===== src/hw/rtl/jbp_pkg.sv =====
// Shared types and constants for the JPEG bit packer.
package jbp_pkg;

  // Command codes carried by an input item.
  localparam logic CMD_WRITE = 1'b0;
  localparam logic CMD_FLUSH = 1'b1;

  // Widest code the upstream coder may send, and the width of the code field.
  localparam int MAX_CODE_BITS   = 16;
  localparam int CODE_FIELD_BITS = 16;

  // Saturation limit for the bit count: the smaller of the two above.
  localparam logic [4:0] CODE_LIMIT =
    5'((MAX_CODE_BITS < CODE_FIELD_BITS) ? MAX_CODE_BITS : CODE_FIELD_BITS);

  // Marker byte that needs a stuffed zero after it, and the stuffed byte.
  localparam logic [7:0] MARKER_BYTE = 8'hFF;
  localparam logic [7:0] STUFF_BYTE  = 8'h00;

  // One queue entry: one or two completed bytes from a single item.
  typedef struct packed {
    logic [7:0] byte0;
    logic [7:0] byte1;
    logic       two;
  } jbp_entry_t;

endpackage


===== src/hw/rtl/jbp_front.sv =====
// Front end: accepts items, merges code bits with pending bits, forms bytes.
module jbp_front (
  input  logic              clk,
  input  logic              rst_n,
  input  logic              in_valid,
  output logic              in_ready,
  input  logic              in_command,
  input  logic [4:0]        in_bit_count,
  input  logic [15:0]       in_code_value,
  input  logic              q_ready,
  output logic              q_push,
  output jbp_pkg::jbp_entry_t q_entry
);
  import jbp_pkg::*;

  logic [6:0]  pend_bits_r, pend_bits_nxt;
  logic [2:0]  pend_cnt_r, pend_cnt_nxt;
  logic        accept;
  logic [4:0]  cnt_sat;
  logic [15:0] code_l;
  logic [7:0]  pend_l;
  logic [23:0] window;
  logic [4:0]  total;
  logic [1:0]  nbytes;
  logic [2:0]  new_cnt;
  logic [7:0]  left_byte;
  logic [7:0]  flush_byte;

  assign in_ready = q_ready;
  assign accept   = in_valid && in_ready;

  // Left-align pending bits and code bits into one 24-bit window.
  always_comb begin
    cnt_sat    = (in_bit_count > CODE_LIMIT) ? CODE_LIMIT : in_bit_count;
    code_l     = in_code_value << (5'd16 - cnt_sat);
    pend_l     = 8'({1'b0, pend_bits_r} << (4'd8 - {1'b0, pend_cnt_r}));
    window     = {pend_l, 16'h0000} | ({code_l, 8'h00} >> pend_cnt_r);
    total      = {2'b00, pend_cnt_r} + cnt_sat;
    nbytes     = total[4:3];
    new_cnt    = total[2:0];
    flush_byte = pend_l | (8'hFF >> pend_cnt_r);
  end

  // Pick the partial byte that stays behind after the completed ones.
  always_comb begin
    case (nbytes)
      2'd0:    left_byte = window[23:16];
      2'd1:    left_byte = window[15:8];
      default: left_byte = window[7:0];
    endcase
  end

  // Queue entry and next pending state for the current item.
  always_comb begin
    q_entry      = '0;
    q_push       = 1'b0;
    pend_bits_nxt = pend_bits_r;
    pend_cnt_nxt  = pend_cnt_r;
    if (accept) begin
      if (in_command == CMD_FLUSH) begin
        q_entry.byte0 = flush_byte;
        q_push        = (pend_cnt_r != 3'd0);
        pend_bits_nxt = 7'd0;
        pend_cnt_nxt  = 3'd0;
      end else begin
        q_entry.byte0 = window[23:16];
        q_entry.byte1 = window[15:8];
        q_entry.two   = nbytes[1];
        q_push        = (nbytes != 2'd0);
        pend_bits_nxt = 7'(left_byte >> (4'd8 - {1'b0, new_cnt}));
        pend_cnt_nxt  = new_cnt;
      end
    end
  end

  // Pending bit state.
  always_ff @(posedge clk) begin
    if (!rst_n) begin
      pend_bits_r <= 7'd0;
      pend_cnt_r  <= 3'd0;
    end else begin
      pend_bits_r <= pend_bits_nxt;
      pend_cnt_r  <= pend_cnt_nxt;
    end
  end

  // A flush always leaves nothing pending.
  a_flush_clears: assert property (@(posedge clk) disable iff (!rst_n)
    accept && in_command == CMD_FLUSH |=> pend_cnt_r == 3'd0 && pend_bits_r == 7'd0)
    else $error("pending bits survive a flush");

endmodule


===== src/hw/rtl/jbp_queue.sv =====
// Two-entry queue that decouples the front end from the byte sequencer.
module jbp_queue (
  input  logic                clk,
  input  logic                rst_n,
  input  logic                push,
  input  jbp_pkg::jbp_entry_t push_entry,
  output logic                not_full,
  input  logic                pop,
  output logic                not_empty,
  output jbp_pkg::jbp_entry_t head
);
  import jbp_pkg::*;

  jbp_entry_t slot_r [2];
  logic       wr_ptr_r, wr_ptr_nxt;
  logic       rd_ptr_r, rd_ptr_nxt;
  logic [1:0] count_r, count_nxt;
  logic       do_push, do_pop;

  assign not_full  = (count_r != 2'd2);
  assign not_empty = (count_r != 2'd0);
  assign do_push   = push && not_full;
  assign do_pop    = pop && not_empty;
  assign head      = slot_r[rd_ptr_r];

  // Pointer and occupancy update.
  always_comb begin
    wr_ptr_nxt = do_push ? ~wr_ptr_r : wr_ptr_r;
    rd_ptr_nxt = do_pop ? ~rd_ptr_r : rd_ptr_r;
    count_nxt  = count_r + {1'b0, do_push} - {1'b0, do_pop};
  end

  always_ff @(posedge clk) begin
    if (!rst_n) begin
      wr_ptr_r <= 1'b0;
      rd_ptr_r <= 1'b0;
      count_r  <= 2'd0;
    end else begin
      wr_ptr_r <= wr_ptr_nxt;
      rd_ptr_r <= rd_ptr_nxt;
      count_r  <= count_nxt;
    end
  end

  // Entry storage.
  always_ff @(posedge clk) begin
    if (do_push) begin
      slot_r[wr_ptr_r] <= push_entry;
    end
  end

  // Occupancy never exceeds the two slots.
  a_count_bound: assert property (@(posedge clk) disable iff (!rst_n)
    count_r != 2'd3)
    else $error("queue occupancy out of range");

endmodule


===== src/hw/rtl/jbp_back.sv =====
// Back end: sends queued bytes one per transfer and inserts stuffed zeros.
module jbp_back (
  input  logic                clk,
  input  logic                rst_n,
  input  logic                q_valid,
  input  jbp_pkg::jbp_entry_t q_head,
  output logic                q_pop,
  output logic                out_valid,
  input  logic                out_ready,
  output logic [7:0]          out_byte,
  output logic                out_last_of_item
);
  import jbp_pkg::*;

  logic       out_valid_r, out_valid_nxt;
  logic [7:0] out_byte_r, out_byte_nxt;
  logic       out_last_r, out_last_nxt;
  logic       sel_r, sel_nxt;
  logic       stuff_r, stuff_nxt;
  logic       stuff_last_r, stuff_last_nxt;
  logic       can_load;
  logic [7:0] data_byte;
  logic       final_data;

  assign can_load   = !out_valid_r || out_ready;
  assign data_byte  = sel_r ? q_head.byte1 : q_head.byte0;
  assign final_data = (sel_r == q_head.two);

  // Choose the next byte: a pending stuffed zero first, else the head entry.
  always_comb begin
    out_valid_nxt  = out_valid_r && !out_ready;
    out_byte_nxt   = out_byte_r;
    out_last_nxt   = out_last_r;
    sel_nxt        = sel_r;
    stuff_nxt      = stuff_r;
    stuff_last_nxt = stuff_last_r;
    q_pop          = 1'b0;
    if (can_load) begin
      if (stuff_r) begin
        out_valid_nxt = 1'b1;
        out_byte_nxt  = STUFF_BYTE;
        out_last_nxt  = stuff_last_r;
        stuff_nxt     = 1'b0;
      end else if (q_valid) begin
        out_valid_nxt = 1'b1;
        out_byte_nxt  = data_byte;
        q_pop         = final_data;
        sel_nxt       = !final_data;
        if (data_byte == MARKER_BYTE) begin
          out_last_nxt   = 1'b0;
          stuff_nxt      = 1'b1;
          stuff_last_nxt = final_data;
        end else begin
          out_last_nxt = final_data;
        end
      end
    end
  end

  always_ff @(posedge clk) begin
    if (!rst_n) begin
      out_valid_r  <= 1'b0;
      sel_r        <= 1'b0;
      stuff_r      <= 1'b0;
      stuff_last_r <= 1'b0;
    end else begin
      out_valid_r  <= out_valid_nxt;
      sel_r        <= sel_nxt;
      stuff_r      <= stuff_nxt;
      stuff_last_r <= stuff_last_nxt;
    end
  end

  // Output payload register.
  always_ff @(posedge clk) begin
    out_byte_r <= out_byte_nxt;
    out_last_r <= out_last_nxt;
  end

  assign out_valid        = out_valid_r;
  assign out_byte         = out_byte_r;
  assign out_last_of_item = out_last_r;

  // A transferred marker byte is followed at once by a stuffed zero.
  a_stuff_follows: assert property (@(posedge clk) disable iff (!rst_n)
    out_valid_r && out_ready && out_byte_r == MARKER_BYTE
    |=> out_valid_r && out_byte_r == STUFF_BYTE)
    else $error("marker byte not followed by stuffed zero");

  // A marker byte never ends an item; when it is the item's last data byte, its stuffed zero does.
  a_marker_not_last: assert property (@(posedge clk) disable iff (!rst_n)
    out_valid_r && out_byte_r == MARKER_BYTE |-> !out_last_r)
    else $error("marker byte flagged as last of item");

endmodule


===== src/hw/rtl/jpeg_bit_packer_with_stuffing.sv =====
// Top level of the JPEG entropy-segment bit packer with byte stuffing.
// Each input transfer is either a code write (up to 16 bits, sent most
// significant first) or a flush that pads the partial byte with ones. The
// front end takes one item per cycle whenever the two-entry queue has room
// and forms up to two complete bytes per item in that cycle; the back end
// sends one byte per output transfer, adding a zero after every 0xFF, so an
// item yields between zero and four output bytes. Sustained throughput
// is therefore set by the output port: one stream byte per clock while
// out_ready is high. The last byte an item causes carries
// out_last_of_item; items that complete no byte produce no output.
module jpeg_bit_packer_with_stuffing (
  input  logic        clk,
  input  logic        rst_n,
  input  logic        in_valid,
  output logic        in_ready,
  input  logic        in_command,
  input  logic [4:0]  in_bit_count,
  input  logic [15:0] in_code_value,
  output logic        out_valid,
  input  logic        out_ready,
  output logic [7:0]  out_byte,
  output logic        out_last_of_item
);
  import jbp_pkg::*;

  logic       q_ready;
  logic       q_push;
  jbp_entry_t q_entry;
  logic       q_valid;
  logic       q_pop;
  jbp_entry_t q_head;

  // Front end: bit merging and byte forming.
  jbp_front u_front (
    .clk          (clk),
    .rst_n        (rst_n),
    .in_valid     (in_valid),
    .in_ready     (in_ready),
    .in_command   (in_command),
    .in_bit_count (in_bit_count),
    .in_code_value(in_code_value),
    .q_ready      (q_ready),
    .q_push       (q_push),
    .q_entry      (q_entry)
  );

  // Queue between the two halves.
  jbp_queue u_queue (
    .clk       (clk),
    .rst_n     (rst_n),
    .push      (q_push),
    .push_entry(q_entry),
    .not_full  (q_ready),
    .pop       (q_pop),
    .not_empty (q_valid),
    .head      (q_head)
  );

  // Back end: byte sequencing and stuffing.
  jbp_back u_back (
    .clk             (clk),
    .rst_n           (rst_n),
    .q_valid         (q_valid),
    .q_head          (q_head),
    .q_pop           (q_pop),
    .out_valid       (out_valid),
    .out_ready       (out_ready),
    .out_byte        (out_byte),
    .out_last_of_item(out_last_of_item)
  );

endmodule

===== config.mk =====
export PLATFORM = sky130hd
export DESIGN_NAME = jpeg_bit_packer_with_stuffing
export DESIGN_NICKNAME = d
export VERILOG_FILES = /design/src/hw/rtl/jbp_pkg.sv /design/src/hw/rtl/jbp_front.sv /design/src/hw/rtl/jbp_queue.sv /design/src/hw/rtl/jbp_back.sv /design/src/hw/rtl/jpeg_bit_packer_with_stuffing.sv
export SDC_FILE = /design/constraint.sdc
export NUM_CORES = 1
export LEC_CHECK = 0
export BUFFER_PORTS_ARGS = -buffer_cell sky130_fd_sc_hd__buf_2
export CAP_MARGIN = 20
export CORE_MARGIN = 1
export CORE_UTILIZATION = 40
export CTS_CLUSTER_DIAMETER = 150
export DETAILED_ROUTE_END_ITERATION = 10
export SLEW_MARGIN = 25
export SYNTH_ARGS = -nofsm -noshare
export SYNTH_HDL_FRONTEND = slang
export SYNTH_SLANG_ARGS = --single-unit

===== constraint.sdc =====
create_clock -name clk -period 8.59 [get_ports clk]
set_clock_uncertainty 0.2 [all_clocks]
set_input_delay 1.2885 -clock clk [delete_from_list [all_inputs] [get_ports clk]]
set_output_delay 1.2885 -clock clk [all_outputs]
set_load 0.05 [all_outputs]

==> flow_metrics.env <==
export IMPL_ant_nets=0
export IMPL_wl_per_cell_um=19.7
export IMPL_synth_warnings=0
export IMPL_drtIter0Drc=345
export IMPL_vias_per_cell=6.11
export IMPL_h_tree_depth=3
export IMPL_yosysSeqAreaShare=0.322
export IMPL_antenna_cells=0
export IMPL_cp_start_kind="input pin"
export IMPL_p_switching_uw=478
export IMPL_cts_buffer_depth=2
export IMPL_grt_pass1_vias=4599
export IMPL_yosys_top_cells_area="edfxtp_1 25%, dfxtp_1 7.3%, mux2i_1 6.0%, mux4_2 5.6%, nand2_1 4.5%"
export IMPL_synth_top_flop_cell="edfxtp_1"
export IMPL_fillCellCount=1244
export IMPL_critPathKind="input pin to register"
export IMPL_tns_ps=0
export IMPL_maxSlewHeadroom=0.324
export IMPL_cts_buffers=9
export IMPL_final_common_cell="nand2_1"
export IMPL_final_cell_mix="62 x nand2_1, 51 x nor2_1, 43 x edfxtp_1"
export IMPL_hold_viol=0
export IMPL_r2r_cells=13
export IMPL_grt_pass1_wl_mm=24.7
export IMPL_gr_usage_all_layers=0.241
export IMPL_place_congestion=0.939
export IMPL_p_int_uw=852
export IMPL_clk_latency_ps=320
export IMPL_fp_dieW_um=116
export IMPL_worstPathMaxFanout=21
export IMPL_cts_root_buffer="clkbuf_16"
export IMPL_switching_share=0.360
export IMPL_yosysTopAreaCell="edfxtp_1"
export IMPL_cp_arrival_ps=5840
export IMPL_p_leak_nw=2.15
export IMPL_critical_path_slowest_cell="ha_1"
export IMPL_synthArstFlopShare=0
export IMPL_seqPwrFrac=0.316
export IMPL_comb_power_share=0.379
export IMPL_die_height_um=116
export IMPL_clkTransAtPathRegs_ps=50
export IMPL_hold_path_class="register to register"
export IMPL_yosysTopAreaCellShare=0.249
export IMPL_nets=633
export IMPL_r2r_start="u_front.pend_cnt_r[2]"
export IMPL_r2r_slack_ps=4080
export IMPL_synth_edff_count=43
export IMPL_cts_tree="built"
export IMPL_critPathRequiredTime_ps=8640
export IMPL_grt_max_degree=41
export IMPL_synth_fp_nets=617
export IMPL_rr_endpoint="u_front.pend_bits_r[0]"
export IMPL_antenna_found_initial=0
export IMPL_io_pins=37
export IMPL_fin_crit_ps=5780
export IMPL_dp_hpwl_mm=11.6
export IMPL_ir_drop_mv=0.102
export IMPL_drt_pass1_iter_count=5
export IMPL_start_util=0.411
export IMPL_synthCells=581
export IMPL_max_stage_delay_ps=860
export IMPL_slew_viol_final=0
export IMPL_status="finished, final reports clean"
export IMPL_drt_wl_total_mm=15.2
export IMPL_drcViolationCount=0
export IMPL_fp_coreArea_um2=12600
export IMPL_area_delta_synth_final_pct=12.2
export IMPL_crit_path_cell_trace="buf_2, nor2b_1, buf_4, inv_2, ha_1, mux2i_1, mux2_2, o21bai_1, a222oi_1, a211oi_1, a22o_1, or4_1, o22a_1, mux2_2, o211ai_2"
export IMPL_drive_gt1_frac=0.168
export IMPL_hold_ws_ps=291
export IMPL_hold_buffers=0
export IMPL_synth_distinct_cells=78
export IMPL_rsz0062_at_grt="no"
export IMPL_postCtsSetupBuffers=0
export IMPL_cts_sinks=62
export IMPL_tightest_slew_ps=1010
export IMPL_end_kind="register"
export IMPL_finalCritPeriodShare=0.673
export IMPL_netlist_area_um2=5190
export IMPL_fmax_mhz=173
export IMPL_cap_violations=0
export IMPL_numPortBuffers=36
export IMPL_final_setup_viol_count=0
export IMPL_power_density_nw_per_um2=228
export IMPL_dieArea_um2=13400
export IMPL_clockPowerShare=0.305
export IMPL_route_vias_total=4728
export IMPL_ys_seq_elements=62
export IMPL_overflow=0
export IMPL_crit_top_cell="mux2_2"
export IMPL_syn_avg_cell_area_um2=8.94
export IMPL_startpoint="in_bit_count[0]"
export IMPL_cts_resized=0
export IMPL_crit_end="u_front.pend_bits_r[0]"
export IMPL_row_count=41
==> final cells by class <==
class / instances / area, um2 / share of cell area
Clock buffer: 9 / 225 / 0.0387
Clock inverter: 7 / 113 / 0.0193
Inverter: 18 / 67.6 / 0.0116
Multi-Input combinational cell: 461 / 3280 / 0.564
Sequential cell: 62 / 1670 / 0.287
Tap cell: 172 / 215 / 0.0369
Timing Repair Buffer: 45 / 248 / 0.0425
==> how the worst min path moves through the flow <==
stage	start	end	slack (ps)	cells past startpoint
2_1_floorplan	u_front.pend_bits_r[4]	u_front.pend_bits_r[4]	240	2
3_3_place_gp	u_front.pend_bits_r[4]	u_front.pend_bits_r[4]	270	2
3_5_place_dp	u_front.pend_bits_r[4]	u_front.pend_bits_r[4]	290	2
4_1_cts	u_front.pend_bits_r[4]	u_front.pend_bits_r[4]	290	2
5_1_grt	u_front.pend_bits_r[4]	u_front.pend_bits_r[4]	350	2
6_report	u_front.pend_bits_r[4]	u_front.pend_bits_r[4]	290	2
==> routing by layer <==
| metal | wire [um] | vias to the layer above | GRT usage | part of all wire |
|---|---|---|---|---|
| li1 | - | 2250 | - | - |
| met3 | 697 | 37 | 0.0387 | 0.046 |
| met2 | 7260 | 150 | 0.404 | 0.48 |
| met5 | 0 | - | 0 | 0 |
| met1 | 6770 | 2291 | 0.307 | 0.44 |
| met4 | 493 | 0 | 0.104 | 0.032 |
==> worst max-delay path: cells and delay by family <==
family	cells	cell delay (ps)
fa+ha+maj	1	860
simple gates	2	690
buf+inv	3	540
compound gates	6	1590
mux	3	870
==> cells in the mapped netlist (6+ instances only) <==
library cell  instances
mux4_2               13
and2_1               12
a211oi_1              9
o22ai_1              10
dfxtp_1              19
a22oi_1               7
o21ai_0              27
nand3_1               6
buf_2                 6
nor2b_1              22
nand2_1              62
a21oi_1              29
clkbuf_1             26
a211o_1               6
nor3_1               18
inv_1                15
nor2_1               51
mux2i_1              31
o31ai_1              11
edfxtp_1             43
mux2_2               19
ha_1                  9
xnor2_1               7
or3_1                 9
==> through the flow <==
stage                     std cells  power [mW]  setup slack [ps]  area, um2   util
after floorplan                 581       0.809              3660       5190      -
after global placement          758       0.925              2710       5490  0.435
after detailed placement        758       0.929              2550       5490  0.435
after CTS                       774        1.34              2880       5820  0.462
after global routing            774        1.41              2520       5820  0.462
final                           774        1.33              2810       5820  0.462
==> sequential cells by signal, indices dropped and copies added (netlist names), named ones only <==
name	flops
u_back.out_byte	8
u_back.out_last_of_item	1
u_back.out_valid	1
u_back.sel_r	1
u_back.stuff_last_r	1
u_back.stuff_r	1
u_front.pend_bits_r	7
u_front.pend_cnt_r	3
u_queue.count_r	2
u_queue.rd_ptr_r	1
u_queue.slot_r	34
u_queue.wr_ptr_r	1
==> power by group through the flow <==
stage          sequential [mW]  combinational (mW)  clock [mW]
2_1_floorplan            0.492               0.317           0
5_1_grt                  0.432               0.549       0.426
3_5_place_dp             0.428               0.501           0
4_1_cts                  0.423               0.502       0.412
6_report                 0.421               0.504       0.405
3_3_place_gp             0.429               0.496           0
==> logic make-up after synthesis <==
kind of cell	share of synthesized area
fa+ha+maj	0.0275
mux	0.162
buf+inv	0.0455
flops	0.322
compound gates	0.223
xor+xnor	0.0239
simple gates	0.196
No activity file was read; power rests on OpenSTA's default activity.
